<file path="config.mk">
export PLATFORM = sky130hd
export DESIGN_NAME = stepper_trapezoid_ramp
export DESIGN_NICKNAME = d
export VERILOG_FILES = /design/src/sv/stp_ramp_pkg.sv /design/src/sv/stepper_trapezoid_ramp.sv
export SDC_FILE = /design/constraint.sdc
export NUM_CORES = 1
export LEC_CHECK = 0
export ABC_AREA = 1
export BUFFER_PORTS_ARGS = -buffer_cell sky130_fd_sc_hd__buf_2
export CORE_ASPECT_RATIO = 1.5
export CORE_UTILIZATION = 35
export CTS_CLUSTER_SIZE = 28
export DETAILED_ROUTE_END_ITERATION = 6
export GPL_TIMING_DRIVEN = 0
export PLACE_DENSITY_LB_ADDON = 0.15
export SETUP_SLACK_MARGIN = 0.4
export SYNTH_ARGS = -nofsm -noshare
export SYNTH_HDL_FRONTEND = slang
export SYNTH_SLANG_ARGS = --single-unit
</file>
<file path="constraint.sdc">
create_clock -name clk -period 8.3 [get_ports clk]
set_input_delay 0.415 -clock clk [delete_from_list [all_inputs] [get_ports clk]]
set_output_delay 0.415 -clock clk [all_outputs]
set_load 0.01 [all_outputs]
</file>
<file path="src/sv/stp_ramp_pkg.sv">
`timescale 1ns / 1ps
// Package with the types and codes shared by the trapezoid ramp generator.
package stp_ramp_pkg;

    localparam int unsigned PERIOD_W = 16;
    localparam int unsigned COUNT_W  = 32;
    localparam int unsigned DIV_CNT_W = $clog2(PERIOD_W);

    localparam logic [PERIOD_W-1:0] PERIOD_MIN_RESET    = 16'd200;
    localparam logic [PERIOD_W-1:0] PERIOD_MAX_RESET    = 16'd2000;
    localparam logic [PERIOD_W-1:0] PERIOD_CHANGE_RESET = 16'd10;

    typedef enum logic [1:0] {
        CFG_PERIOD_MIN    = 2'd0,
        CFG_PERIOD_MAX    = 2'd1,
        CFG_PERIOD_CHANGE = 2'd2,
        CFG_HOMING_MODE   = 2'd3
    } cfg_index_t;

    typedef enum logic [1:0] {
        ACT_TICK  = 2'd0,
        ACT_START = 2'd1,
        ACT_CLEAR = 2'd2,
        ACT_ZERO  = 2'd3
    } action_t;

    typedef enum logic [1:0] {
        PH_IDLE   = 2'd0,
        PH_ACCEL  = 2'd1,
        PH_CRUISE = 2'd2,
        PH_DECEL  = 2'd3
    } phase_t;

    typedef enum logic [1:0] {
        CAUSE_NONE   = 2'd0,
        CAUSE_TARGET = 2'd1,
        CAUSE_LIMIT  = 2'd2,
        CAUSE_HOME   = 2'd3
    } stop_cause_t;

    typedef enum logic [2:0] {
        S_IDLE,
        S_DIV,
        S_PLAN_RAMP,
        S_PLAN_DECEL,
        S_STEP,
        S_RAMP,
        S_RESULT
    } seq_state_t;

    typedef struct packed {
        logic [1:0]         action;
        logic [COUNT_W-1:0] step_total;
        logic               move_dir;
        logic               home_switch;
        logic               limit_switch;
    } in_item_t;

    typedef struct packed {
        logic                      accepted;
        logic [1:0]                phase;
        logic [PERIOD_W-1:0]       timer_period;
        logic [PERIOD_W-2:0]       pulse_compare;
        logic signed [COUNT_W-1:0] axis_position;
        logic                      alarm;
        logic                      move_done;
        logic [1:0]                stop_cause;
        logic                      flush_queue;
    } out_item_t;

endpackage

</file>
<file path="src/sv/stepper_trapezoid_ramp.sv">
`timescale 1ns / 1ps
// Top level of the trapezoidal step-period ramp generator for one stepper axis.
//
// This block tracks one stepper axis and hands back, for every transfer on the
// input channel, exactly one result transfer with the current timer period,
// the pulse compare value, the signed position and the stop status. A step
// tick that counts a step passes from its transfer through counting the step,
// checking the target, moving the period along the ramp and loading the result
// register before the result is offered. The tick that reaches the target skips
// the ramp step. For a start move the ramp length is twice the quotient
// (period_max - period_min) / period_change, which a restoring divider in the
// sequencer works out one quotient bit per cycle, followed by the planning
// states S_PLAN_RAMP and S_PLAN_DECEL that cap the ramp at half the move and
// place the decel point. A start with no ramp to work out (period_max not above
// period_min, or no period change) skips the divider. Clear alarm, zero
// position, refused starts, ticks while idle and ticks stopped by a switch go
// straight to loading the result register. The block holds in_stall high from
// a transfer until its result has been taken, so one item is in flight at a
// time. Configuration registers may be written only while no item is in
// flight.

module stepper_trapezoid_ramp (
    input  logic                   clk,
    input  logic                   rst_n,
    input  logic                   in_valid,
    output logic                   in_stall,
    input  stp_ramp_pkg::in_item_t  in_data,
    output logic                   out_valid,
    input  logic                   out_stall,
    output stp_ramp_pkg::out_item_t out_data,
    input  logic                   cfg_write,
    input  logic [1:0]             cfg_index,
    input  logic [15:0]            cfg_data
);

    import stp_ramp_pkg::*;

    // Configuration registers.
    logic [PERIOD_W-1:0] period_min_reg;
    logic [PERIOD_W-1:0] period_max_reg;
    logic [PERIOD_W-1:0] period_change_reg;
    logic                homing_mode_reg;

    // Sequencer state.
    seq_state_t state_reg, state_next;

    // Axis state.
    phase_t              phase_reg, phase_next;
    logic                dir_reg, dir_next;
    logic [COUNT_W-1:0]  steps_done_reg, steps_done_next;
    logic [COUNT_W-1:0]  steps_goal_reg, steps_goal_next;
    logic [COUNT_W-1:0]  ramp_steps_reg, ramp_steps_next;
    logic [COUNT_W-1:0]  decel_point_reg, decel_point_next;
    logic [PERIOD_W-1:0] period_reg, period_next;
    logic [COUNT_W-1:0]  position_reg, position_next;
    logic                alarm_reg, alarm_next;

    // Per-item status gathered while the item is worked on.
    logic                accepted_reg, accepted_next;
    logic                done_reg, done_next;
    stop_cause_t         cause_reg, cause_next;
    logic                flush_reg, flush_next;

    // Restoring divider: remainder, quotient shifting in, bit counter.
    logic [PERIOD_W-1:0]  rem_reg, rem_next;
    logic [PERIOD_W-1:0]  quo_reg, quo_next;
    logic [DIV_CNT_W-1:0] div_cnt_reg, div_cnt_next;

    // Result register.
    out_item_t out_reg, out_next;
    logic      out_valid_reg, out_valid_next;

    logic                in_fire;
    logic                start_ok;
    logic                has_ramp;
    logic [PERIOD_W:0]   div_trial;
    logic [PERIOD_W:0]   div_diff;
    logic [COUNT_W-1:0]  need_twice;
    logic [COUNT_W-1:0]  need_steps;
    logic [PERIOD_W-1:0] period_down;
    logic [PERIOD_W:0]   period_sum;
    logic [PERIOD_W-1:0] period_up;

    assign in_stall  = (state_reg != S_IDLE) || out_valid_reg;
    assign in_fire   = in_valid && !in_stall;
    assign out_valid = out_valid_reg;
    assign out_data  = out_reg;

    // A start is taken only from rest, with a nonzero count and no alarm.
    assign start_ok = (phase_reg == PH_IDLE) && (in_data.step_total != '0) && !alarm_reg;
    // A ramp exists only for an ordered pair of bounds and a nonzero change.
    assign has_ramp = (period_max_reg > period_min_reg) && (period_change_reg != '0);

    // One step of restoring division: shift in the next dividend bit, try the subtract.
    assign div_trial = {rem_reg, quo_reg[PERIOD_W-1]};
    assign div_diff  = div_trial - {1'b0, period_change_reg};

    // The quotient doubled is the ramp length; doubled again it is compared with the move.
    assign need_steps = {{(COUNT_W-PERIOD_W-1){1'b0}}, quo_reg, 1'b0};
    assign need_twice = {{(COUNT_W-PERIOD_W-2){1'b0}}, quo_reg, 2'b00};

    // Saturating period moves, then clamped to the configured bounds.
    always_comb
    begin
        if (period_reg > period_change_reg)
        begin
            period_down = period_reg - period_change_reg;
        end
        else
        begin
            period_down = '0;
        end
        if (period_down < period_min_reg)
        begin
            period_down = period_min_reg;
        end
    end

    assign period_sum = {1'b0, period_reg} + {1'b0, period_change_reg};

    always_comb
    begin
        if (period_sum[PERIOD_W])
        begin
            period_up = '1;
        end
        else
        begin
            period_up = period_sum[PERIOD_W-1:0];
        end
        if (period_up > period_max_reg)
        begin
            period_up = period_max_reg;
        end
    end

    // Sequencer next state.
    always_comb
    begin
        state_next = state_reg;
        case (state_reg)
            S_IDLE:
            begin
                if (in_fire)
                begin
                    case (in_data.action)
                        ACT_START:
                        begin
                            if (start_ok && has_ramp)
                            begin
                                state_next = S_DIV;
                            end
                            else if (start_ok)
                            begin
                                state_next = S_PLAN_RAMP;
                            end
                            else
                            begin
                                state_next = S_RESULT;
                            end
                        end
                        ACT_TICK:
                        begin
                            if ((phase_reg != PH_IDLE)
                                && !(in_data.limit_switch && dir_reg)
                                && !(in_data.home_switch && !dir_reg))
                            begin
                                state_next = S_STEP;
                            end
                            else
                            begin
                                state_next = S_RESULT;
                            end
                        end
                        default:
                        begin
                            state_next = S_RESULT;
                        end
                    endcase
                end
            end
            S_DIV:
            begin
                if (div_cnt_reg == DIV_CNT_W'(PERIOD_W - 1))
                begin
                    state_next = S_PLAN_RAMP;
                end
            end
            S_PLAN_RAMP:  state_next = S_PLAN_DECEL;
            S_PLAN_DECEL: state_next = S_RESULT;
            S_STEP:
            begin
                if (steps_done_reg >= steps_goal_reg)
                begin
                    state_next = S_RESULT;
                end
                else
                begin
                    state_next = S_RAMP;
                end
            end
            S_RAMP:   state_next = S_RESULT;
            S_RESULT: state_next = S_IDLE;
            default:  state_next = S_IDLE;
        endcase
    end

    // Datapath updates driven by the sequencer state.
    always_comb
    begin
        phase_next       = phase_reg;
        dir_next         = dir_reg;
        steps_done_next  = steps_done_reg;
        steps_goal_next  = steps_goal_reg;
        ramp_steps_next  = ramp_steps_reg;
        decel_point_next = decel_point_reg;
        period_next      = period_reg;
        position_next    = position_reg;
        alarm_next       = alarm_reg;
        accepted_next    = accepted_reg;
        done_next        = done_reg;
        cause_next       = cause_reg;
        flush_next       = flush_reg;
        rem_next         = rem_reg;
        quo_next         = quo_reg;
        div_cnt_next     = div_cnt_reg;
        out_next         = out_reg;
        out_valid_next   = out_valid_reg;

        if (out_valid_reg && !out_stall)
        begin
            out_valid_next = 1'b0;
        end

        case (state_reg)
            S_IDLE:
            begin
                if (in_fire)
                begin
                    accepted_next = 1'b0;
                    done_next     = 1'b0;
                    cause_next    = CAUSE_NONE;
                    flush_next    = 1'b0;
                    case (in_data.action)
                        ACT_START:
                        begin
                            if (start_ok)
                            begin
                                accepted_next   = 1'b1;
                                dir_next        = in_data.move_dir;
                                steps_goal_next = in_data.step_total;
                                steps_done_next = '0;
                                phase_next      = PH_ACCEL;
                                period_next     = period_max_reg;
                                rem_next        = '0;
                                div_cnt_next    = '0;
                                if (has_ramp)
                                begin
                                    quo_next = period_max_reg - period_min_reg;
                                end
                                else
                                begin
                                    quo_next = '0;
                                end
                            end
                        end
                        ACT_CLEAR:
                        begin
                            alarm_next = 1'b0;
                        end
                        ACT_ZERO:
                        begin
                            position_next = '0;
                        end
                        ACT_TICK:
                        begin
                            if (phase_reg != PH_IDLE)
                            begin
                                if (in_data.limit_switch && dir_reg)
                                begin
                                    alarm_next = 1'b1;
                                    flush_next = 1'b1;
                                    cause_next = CAUSE_LIMIT;
                                    phase_next = PH_IDLE;
                                end
                                else if (in_data.home_switch && !dir_reg)
                                begin
                                    phase_next = PH_IDLE;
                                    cause_next = CAUSE_HOME;
                                    if (!homing_mode_reg)
                                    begin
                                        alarm_next = 1'b1;
                                        flush_next = 1'b1;
                                    end
                                end
                                else
                                begin
                                    steps_done_next = steps_done_reg + 1'b1;
                                    if (dir_reg)
                                    begin
                                        position_next = position_reg + 1'b1;
                                    end
                                    else
                                    begin
                                        position_next = position_reg - 1'b1;
                                    end
                                end
                            end
                        end
                        default:
                        begin
                        end
                    endcase
                end
            end
            S_DIV:
            begin
                div_cnt_next = div_cnt_reg + 1'b1;
                if (!div_diff[PERIOD_W])
                begin
                    rem_next = div_diff[PERIOD_W-1:0];
                    quo_next = {quo_reg[PERIOD_W-2:0], 1'b1};
                end
                else
                begin
                    rem_next = div_trial[PERIOD_W-1:0];
                    quo_next = {quo_reg[PERIOD_W-2:0], 1'b0};
                end
            end
            S_PLAN_RAMP:
            begin
                if (need_twice > steps_goal_reg)
                begin
                    ramp_steps_next = steps_goal_reg >> 1;
                end
                else
                begin
                    ramp_steps_next = need_steps;
                end
            end
            S_PLAN_DECEL:
            begin
                decel_point_next = steps_goal_reg - ramp_steps_reg;
            end
            S_STEP:
            begin
                if (steps_done_reg >= steps_goal_reg)
                begin
                    phase_next = PH_IDLE;
                    done_next  = 1'b1;
                    cause_next = CAUSE_TARGET;
                end
            end
            S_RAMP:
            begin
                case (phase_reg)
                    PH_ACCEL:
                    begin
                        if (period_reg > period_min_reg)
                        begin
                            period_next = period_down;
                        end
                        if (steps_done_reg >= ramp_steps_reg)
                        begin
                            if (steps_done_reg >= decel_point_reg)
                            begin
                                phase_next = PH_DECEL;
                            end
                            else
                            begin
                                phase_next = PH_CRUISE;
                            end
                        end
                    end
                    PH_CRUISE:
                    begin
                        if (steps_done_reg >= decel_point_reg)
                        begin
                            phase_next = PH_DECEL;
                        end
                    end
                    PH_DECEL:
                    begin
                        if (period_reg < period_max_reg)
                        begin
                            period_next = period_up;
                        end
                    end
                    default:
                    begin
                    end
                endcase
            end
            S_RESULT:
            begin
                out_next.accepted      = accepted_reg;
                out_next.phase         = phase_reg;
                out_next.timer_period  = period_reg;
                out_next.pulse_compare = period_reg[PERIOD_W-1:1];
                out_next.axis_position = position_reg;
                out_next.alarm         = alarm_reg;
                out_next.move_done     = done_reg;
                out_next.stop_cause    = cause_reg;
                out_next.flush_queue   = flush_reg;
                out_valid_next         = 1'b1;
            end
            default:
            begin
            end
        endcase
    end

    // Control and axis registers.
    always_ff @(posedge clk or negedge rst_n)
    begin
        if (!rst_n)
        begin
            state_reg       <= S_IDLE;
            phase_reg       <= PH_IDLE;
            dir_reg         <= 1'b0;
            steps_done_reg  <= '0;
            steps_goal_reg  <= '0;
            ramp_steps_reg  <= '0;
            decel_point_reg <= '0;
            period_reg      <= '0;
            position_reg    <= '0;
            alarm_reg       <= 1'b0;
            accepted_reg    <= 1'b0;
            done_reg        <= 1'b0;
            cause_reg       <= CAUSE_NONE;
            flush_reg       <= 1'b0;
            div_cnt_reg     <= '0;
            out_valid_reg   <= 1'b0;
        end
        else
        begin
            state_reg       <= state_next;
            phase_reg       <= phase_next;
            dir_reg         <= dir_next;
            steps_done_reg  <= steps_done_next;
            steps_goal_reg  <= steps_goal_next;
            ramp_steps_reg  <= ramp_steps_next;
            decel_point_reg <= decel_point_next;
            period_reg      <= period_next;
            position_reg    <= position_next;
            alarm_reg       <= alarm_next;
            accepted_reg    <= accepted_next;
            done_reg        <= done_next;
            cause_reg       <= cause_next;
            flush_reg       <= flush_next;
            div_cnt_reg     <= div_cnt_next;
            out_valid_reg   <= out_valid_next;
        end
    end

    // Divider working registers and the result payload need no reset.
    always_ff @(posedge clk)
    begin
        rem_reg <= rem_next;
        quo_reg <= quo_next;
        out_reg <= out_next;
    end

    // Configuration registers.
    always_ff @(posedge clk or negedge rst_n)
    begin
        if (!rst_n)
        begin
            period_min_reg    <= PERIOD_MIN_RESET;
            period_max_reg    <= PERIOD_MAX_RESET;
            period_change_reg <= PERIOD_CHANGE_RESET;
            homing_mode_reg   <= 1'b0;
        end
        else if (cfg_write)
        begin
            case (cfg_index)
                CFG_PERIOD_MIN:    period_min_reg    <= cfg_data;
                CFG_PERIOD_MAX:    period_max_reg    <= cfg_data;
                CFG_PERIOD_CHANGE: period_change_reg <= cfg_data;
                CFG_HOMING_MODE:   homing_mode_reg   <= cfg_data[0];
                default:
                begin
                end
            endcase
        end
    end

    // A taken start always leaves the axis accelerating.
    a_start_accel: assert property (@(posedge clk) disable iff (!rst_n)
        out_valid && out_data.accepted |-> out_data.phase == PH_ACCEL)
        else $error("accepted start without accelerate phase");

    // Reaching the target stops the axis and reports the target as the cause.
    a_done_stops: assert property (@(posedge clk) disable iff (!rst_n)
        out_valid && out_data.move_done
            |-> out_data.phase == PH_IDLE && out_data.stop_cause == CAUSE_TARGET)
        else $error("move done without idle phase and target cause");

    // A queue flush only comes with a raised alarm.
    a_flush_alarm: assert property (@(posedge clk) disable iff (!rst_n)
        out_valid && out_data.flush_queue |-> out_data.alarm)
        else $error("flush requested without alarm");

    // No result is offered on the cycle right after an input transfer.
    a_result_latency: assert property (@(posedge clk) disable iff (!rst_n)
        in_valid && !in_stall |=> !out_valid)
        else $error("result offered too early");

endmodule

</file>
After elaboration in Yosys (flattened, before gate mapping). Cells that the tools add are included.

Add/sub/neg operators: 9. $mul: 0. Divide/modulo/power cells: 0. Order comparisons: 10. Equality and inequality tests: 37. Shift-type cells: 0. Multiplexer cells: 81. Bitwise gates (word level): 0. Reductions and logical operators: 48.

Operators by type and width (number): $mux W16 (17); $mux W32 (8); $pmux W16 S2 (4); $pmux W32 S2 (2); $ge A32 B32 Y1 (3); $add A32 B1 Y32 const B (2); $gt A16 B16 Y1 (4); $gt A18 B32 Y1 (1); $lt A16 B16 Y1 (2); $mux W2 (16); $reduce_bool A32 Y1 (1); $sub A16 B16 Y16 (2); $sub A32 B1 Y32 const B (1); $sub A32 B32 Y32 (1); $mux W31 (1); $ne A3 B3 Y1 const B (8); $add A16 B16 Y17 (1); $mux W1 (17); $sub A17 B16 Y17 (1); $ne A2 B2 Y1 const B (8); $reduce_bool A16 Y1 (1); $reduce_bool A2 Y1 (8); $pmux W3 S5 (1); $reduce_and A7 Y1 (2); 30 further kinds (73).

Register bits after elaboration: 345. Latch bits: 0. Bits in writable memories: 0. Memory bits (read-only): 0. Output and inout port bits: 73. Word-level logic and storage cells: 216. Memories: 0.

Depth between registers and ports, before layout.
Word-level depth: 8. Depth in mapped cells: 29. Depth with buffers taken out: 28.

Least setup slack after synthesis. OpenSTA, ideal clock, no wires.

Kind: reg-to-reg. Start point: register period_change_reg[1]. End point: register period_reg[10]. Setup time: 116 ps. Arrival: 3847 ps. Data required time: 8184 ps. Path slack: 4336 ps. Stages on the path, launching flop included: 24. Path buffers: 1. Period minus slack after synthesis: 3964 ps. Cells stage by stage: dfstp_2 > inv_1 > fa_1 > nand2_1 > nand2_1 > nand3_2 > nand2_2 > nand2_2 > nand2_2 > nand2_1 > clkinv_1 > nand3_1 > inv_1 > ha_1 > a21oi_1 > or2_2 > a21oi_1 > a2111oi_2 > clkbuf_8 > nand3_1 > nand3_2 > nand2_1 > nand2_1 > nand2_1.

Word-level cells in the longest chain between the ends: 7. Elaborated cells on any way between the ends: 13.

Ends and longest elaborated chain: start, declared (RTL line stepper_trapezoid_ramp.sv:41) `logic [PERIOD_W-1:0] period_change_reg;`; start signal, assigned (RTL line stepper_trapezoid_ramp.sv:479) `CFG_PERIOD_CHANGE: period_change_reg <= cfg_data;`; $add A16 B16 Y17, or another cell as far along (RTL line stepper_trapezoid_ramp.sv:119) `assign period_sum = {1'b0, period_reg} + {1'b0, period_change_reg};`; $mux W16 (on tied branches) (RTL line stepper_trapezoid_ramp.sv:123, stepper_trapezoid_ramp.sv:105); $gt A16 B16 Y1 / $lt A16 B16 Y1 (equally long branches) (RTL line stepper_trapezoid_ramp.sv:131, stepper_trapezoid_ramp.sv:113); $mux W16 (on tied branches) (RTL line stepper_trapezoid_ramp.sv:131, stepper_trapezoid_ramp.sv:113); $mux W16 (on tied branches) (RTL line stepper_trapezoid_ramp.sv:384, stepper_trapezoid_ramp.sv:359); $pmux W16 S2 (*) (RTL line stepper_trapezoid_ramp.sv:356) `case (phase_reg)`; $pmux W16 S2 (*) (RTL line stepper_trapezoid_ramp.sv:235) `case (state_reg)`; end signal, assigned (RTL line stepper_trapezoid_ramp.sv:444) `period_reg <= period_next;`; end, declared (RTL line stepper_trapezoid_ramp.sv:54) `logic [PERIOD_W-1:0] period_reg, period_next;`.

Mark *: on every way between the ends. The rest lies on a longest branch, timed or not. The select of a mux whose other input is x is not followed. A chain may end at the register's enable or synchronous reset.

Worst setup path after layout.
Start point: register period_change_reg[0]. End point: register period_reg[11].

Same word-level chain as after synthesis.

==> metrics.cfg <==
[floorplanning]
num_io_pins = 133
start_util_pct = 35.5
placementRows = 118
core-area_um2 = 69200
die_y_um = 326
die_width_um = 218
die_area_um2 = 71200

[setup_path]
criticalPathCategory = reg2reg
cp-end-kind = flip-flop
arrival_ps = 5710
crit_top_cell = nand2_1
critPathLaunchType = flip-flop
path_buf_inv = 4
path_delay_family = simple AND/OR/NAND/NOR gates
cp_max_fo = 10
worstPathCellList = ha_1 > inv_1 > fa_1 > nand2_1 > nand2_1 > nand3_2 > nand2_2 > nand2_2 > nand2_2 > nand2_1 > clkinv_1 > nand3_1 > inv_1 > ha_1 > a21oi_1 > or2_2 > a21oi_1 > a2111oi_2 > clkbuf_8 > nand3_1 > nand3_2 > nand2_1 > nand2_1 > nand2_1
reg2reg_slack_ps = 3060
crit_path_max_incr_delay_ps = 920
cp_slowest_cell = a2111oi_2
worstPathRequired_ps = 8760

[power]
p_sw_share_pct = 48.2
switchingPower_mw = 4.67
seqPwrFrac_pct = 27.1
p_clk_share_pct = 17.3
p_int_mw = 5.02
leakagePower_nw = 13.5
power_density_nw_per_um2 = 350
combPwrFrac_pct = 55.6
peakVddDrop_v = 0.000243

[cells_and_area]
fillerInstances = 7365
multiInputGateArea_um2 = 13700
area_growth_pct = 12.7
antenna_cells = 0
seqCellArea_um2 = 8690
drive_gt1_share_pct = 9.33
largest_register_ffs = 56
fin_nets = 3714

[place]
dp_hpwl_um = 66500
dp_slack_ps = 3160
port_buffers = 132
gp_congestion = 0.934

[detailed_routing]
drc = 0
num_vias = 21800
viasPerCell = 5.09
firstDrtPassIters = 5
drt_iter0_markers = 1308
wl_um = 82200
detail_route.wl_per_cell_um = 19.2
postRouteAntennaNets = 0

[global_routing]
grt_max_degree = 105
grt_pass1_wl_um = 127000
grt_pass1_vias = 21900
grt_usage_pct = 23.3
antenna_found_initial = 1
overflow = 0

[timing]
slew_viol_final = 0
final.setup.worst_slack_ps = 3060
hold_viol = 0
slew_headroom_pct = 18.2
fin_tns_setup_ps = 0
final.period_utilization_pct = 63.2
fin_worst_skew_ps = 19.1
rsz0062_at_grt = no
setup_violations = 0
period_minus_slack_ps = 5240
fmax_mhz = 191
tightest_slew_ps = 1230

[status]
status = completed

[cts]
cts_inserted_buffers = 40
htree_num_levels = 2
cts_tree = built
clkLatencyLatePin_ps = 580
post_cts_buffers = 0
clockRootBuffer = clkbuf_16
clock_sinks = 329
clk_pin_slew_worst_paths_ps = 60
clock_path_buffers = 3

[logic_synthesis]
synth.area.top_cells = dfrtp_1 (23%), ha_1 (15%), edfxtp_1 (11%)
synth_edf_count = 88
ys.flop_type = dfrtp_1
syn_area_um2 = 24600
synth_top_area_share_pct = 23.4
synthCells = 3169
yosysWarnings = 0
ys_ff_latch = 329
syn_avg_cell_area_um2 = 7.75
async_flop_share_pct = 73.3
synth_cell_types = 60
synth_seq_area_share_pct = 35.4
yosysTopAreaCell = dfrtp_1
synth_nets = 3535

[worst_hold_path]
hp-class = in2reg

[run]
cap_violations = 0

==> cells by family after synthesis <==
family | count (synthesis) | synth area share, %
xor+xnor | 73 | 2.60
mux | 1 | 0.0459
simple gates | 1197 | 21.0
buf+inv | 531 | 8.75
compound gates | 732 | 16.5
flops | 329 | 35.4
fa+ha+maj | 306 | 15.8
==> stage by stage <==
stage	power, mW	util (%)	hold slack [ps]	instances	instance area (µm²)
floorplan	6.36	-	119	3169	24600
global placement	7.97	38.0	427	4201	26300
detailed placement	8.03	38.2	383	4205	26500
CTS	9.77	40.0	35.4	4277	27700
global route	10.6	40.0	65.3	4277	27700
finish	9.69	40.0	65.7	4277	27700
==> cell type report <==
cell class | count | area share [%]
timing repair buffer | 137 | 2.83
sequential | 329 | 31.4
inverter | 444 | 6.02
tap | 900 | 4.07
clock buffer | 56 | 4.02
multi-input combinational | 2309 | 49.6
clock inverter | 15 | 0.325
buffer | 87 | 1.74
==> worst paths after layout <==
| path | start | to | depth (start not counted) |
|---|---|---|---|
| max | period_change_reg[0]$_DFFE_PN0P_ | period_reg[11]$_DFFE_PN0P_ | 24 |
| min | in_data[2] | dir_reg$_DFFE_PN0P_ | 3 |
| max reg2reg | period_change_reg[0]$_DFFE_PN0P_ | period_reg[11]$_DFFE_PN0P_ | 24 |
| min reg2reg | cause_reg[0]$_DFFE_PN0P_ | out_data[1]$_DFFE_PP_ | 0 |
| max in group asynchronous | rst_n | period_reg[8]$_DFFE_PN0P_ | 4 |
| min in group asynchronous | rst_n | decel_point_reg[14]$_DFFE_PN0N_ | 2 |
==> cell usage in the layout, fill, tap and decap left out, drive strengths merged, types with 18 or more instances in the layout <==
master	n
buf	170
clkbuf	109
nor3	58
edfxtp	88
nand3	125
xnor2	24
or2	21
xor2	49
o21ai	303
ha	300
nand4	43
dfrtp	230
o31ai	26
nor2	202
a31oi	18
nand2	713
nor4	30
a21oi	272
inv	443
==> power by group through the flow <==
stage / Clock, mW / Combinational, mW / Sequential (mW)
2_1_floorplan: 0 / 3.90 / 2.46
3_3_place_gp: 0 / 5.30 / 2.67
3_5_place_dp: 0 / 5.37 / 2.65
4_1_cts: 1.73 / 5.41 / 2.63
5_1_grt: 1.78 / 6.12 / 2.67
6_report: 1.68 / 5.39 / 2.62
==> routing by layer <==
layer  GRT usage, %  up-vias  part of all wire, %
met5              0        -                    0
met4           12.2        0                  5.7
met3           2.17      154                  2.6
met2           43.9      424                   53
met1           25.3    10100                   39
li1               -    11000                    -
==> worst reg2reg max path: stages (launching register included) <==
cell and delay [ps]:
dfrtp_1 610, ha_1 260, inv_1 60, fa_1 370, nand2_1 100, nand2_1 90, nand3_2 90, nand2_2 100
nand2_2 80, nand2_2 60, nand2_1 220, clkinv_1 410, nand3_1 340, inv_1 70, ha_1 290, a21oi_1 130
or2_2 120, a21oi_1 70, a2111oi_2 920, clkbuf_8 350, nand3_1 100, nand3_2 100, nand2_1 70, nand2_1 70
nand2_1 60
==> synth_stat cells, types with 4 or more instances <==
cell type / count
o21bai_1: 6
o22ai_1: 17
nand3_1: 110
o21ai_1: 13
nand2_1: 692
nand4_1: 43
xor2_1: 49
xnor2_1: 24
nor3_1: 58
nor2_1: 198
clkbuf_1: 46
buf_2: 13
clkbuf_8: 4
a21oi_1: 271
dfstp_2: 11
a211oi_1: 15
or2_2: 20
ha_1: 300
o211ai_1: 16
a31oi_1: 18
a21boi_0: 7
fa_1: 6
nand3_2: 15
nor4_1: 30
buf_4: 17
o21a_1: 16
edfxtp_1: 88
nand2_2: 18
dfrtp_1: 230
o31ai_1: 26
a21o_1: 17
o221ai_1: 5
inv_1: 439
o21ai_0: 290
==> repair_timing <==
| action | CTS | global route |
|---|---|---|
| hold buffers | 1 | 0 |
| resized for setup | 0 | 0 |
| endpoints found under the hold margin | 54 | 0 |
No activity file was read; power rests on OpenSTA's default activity.
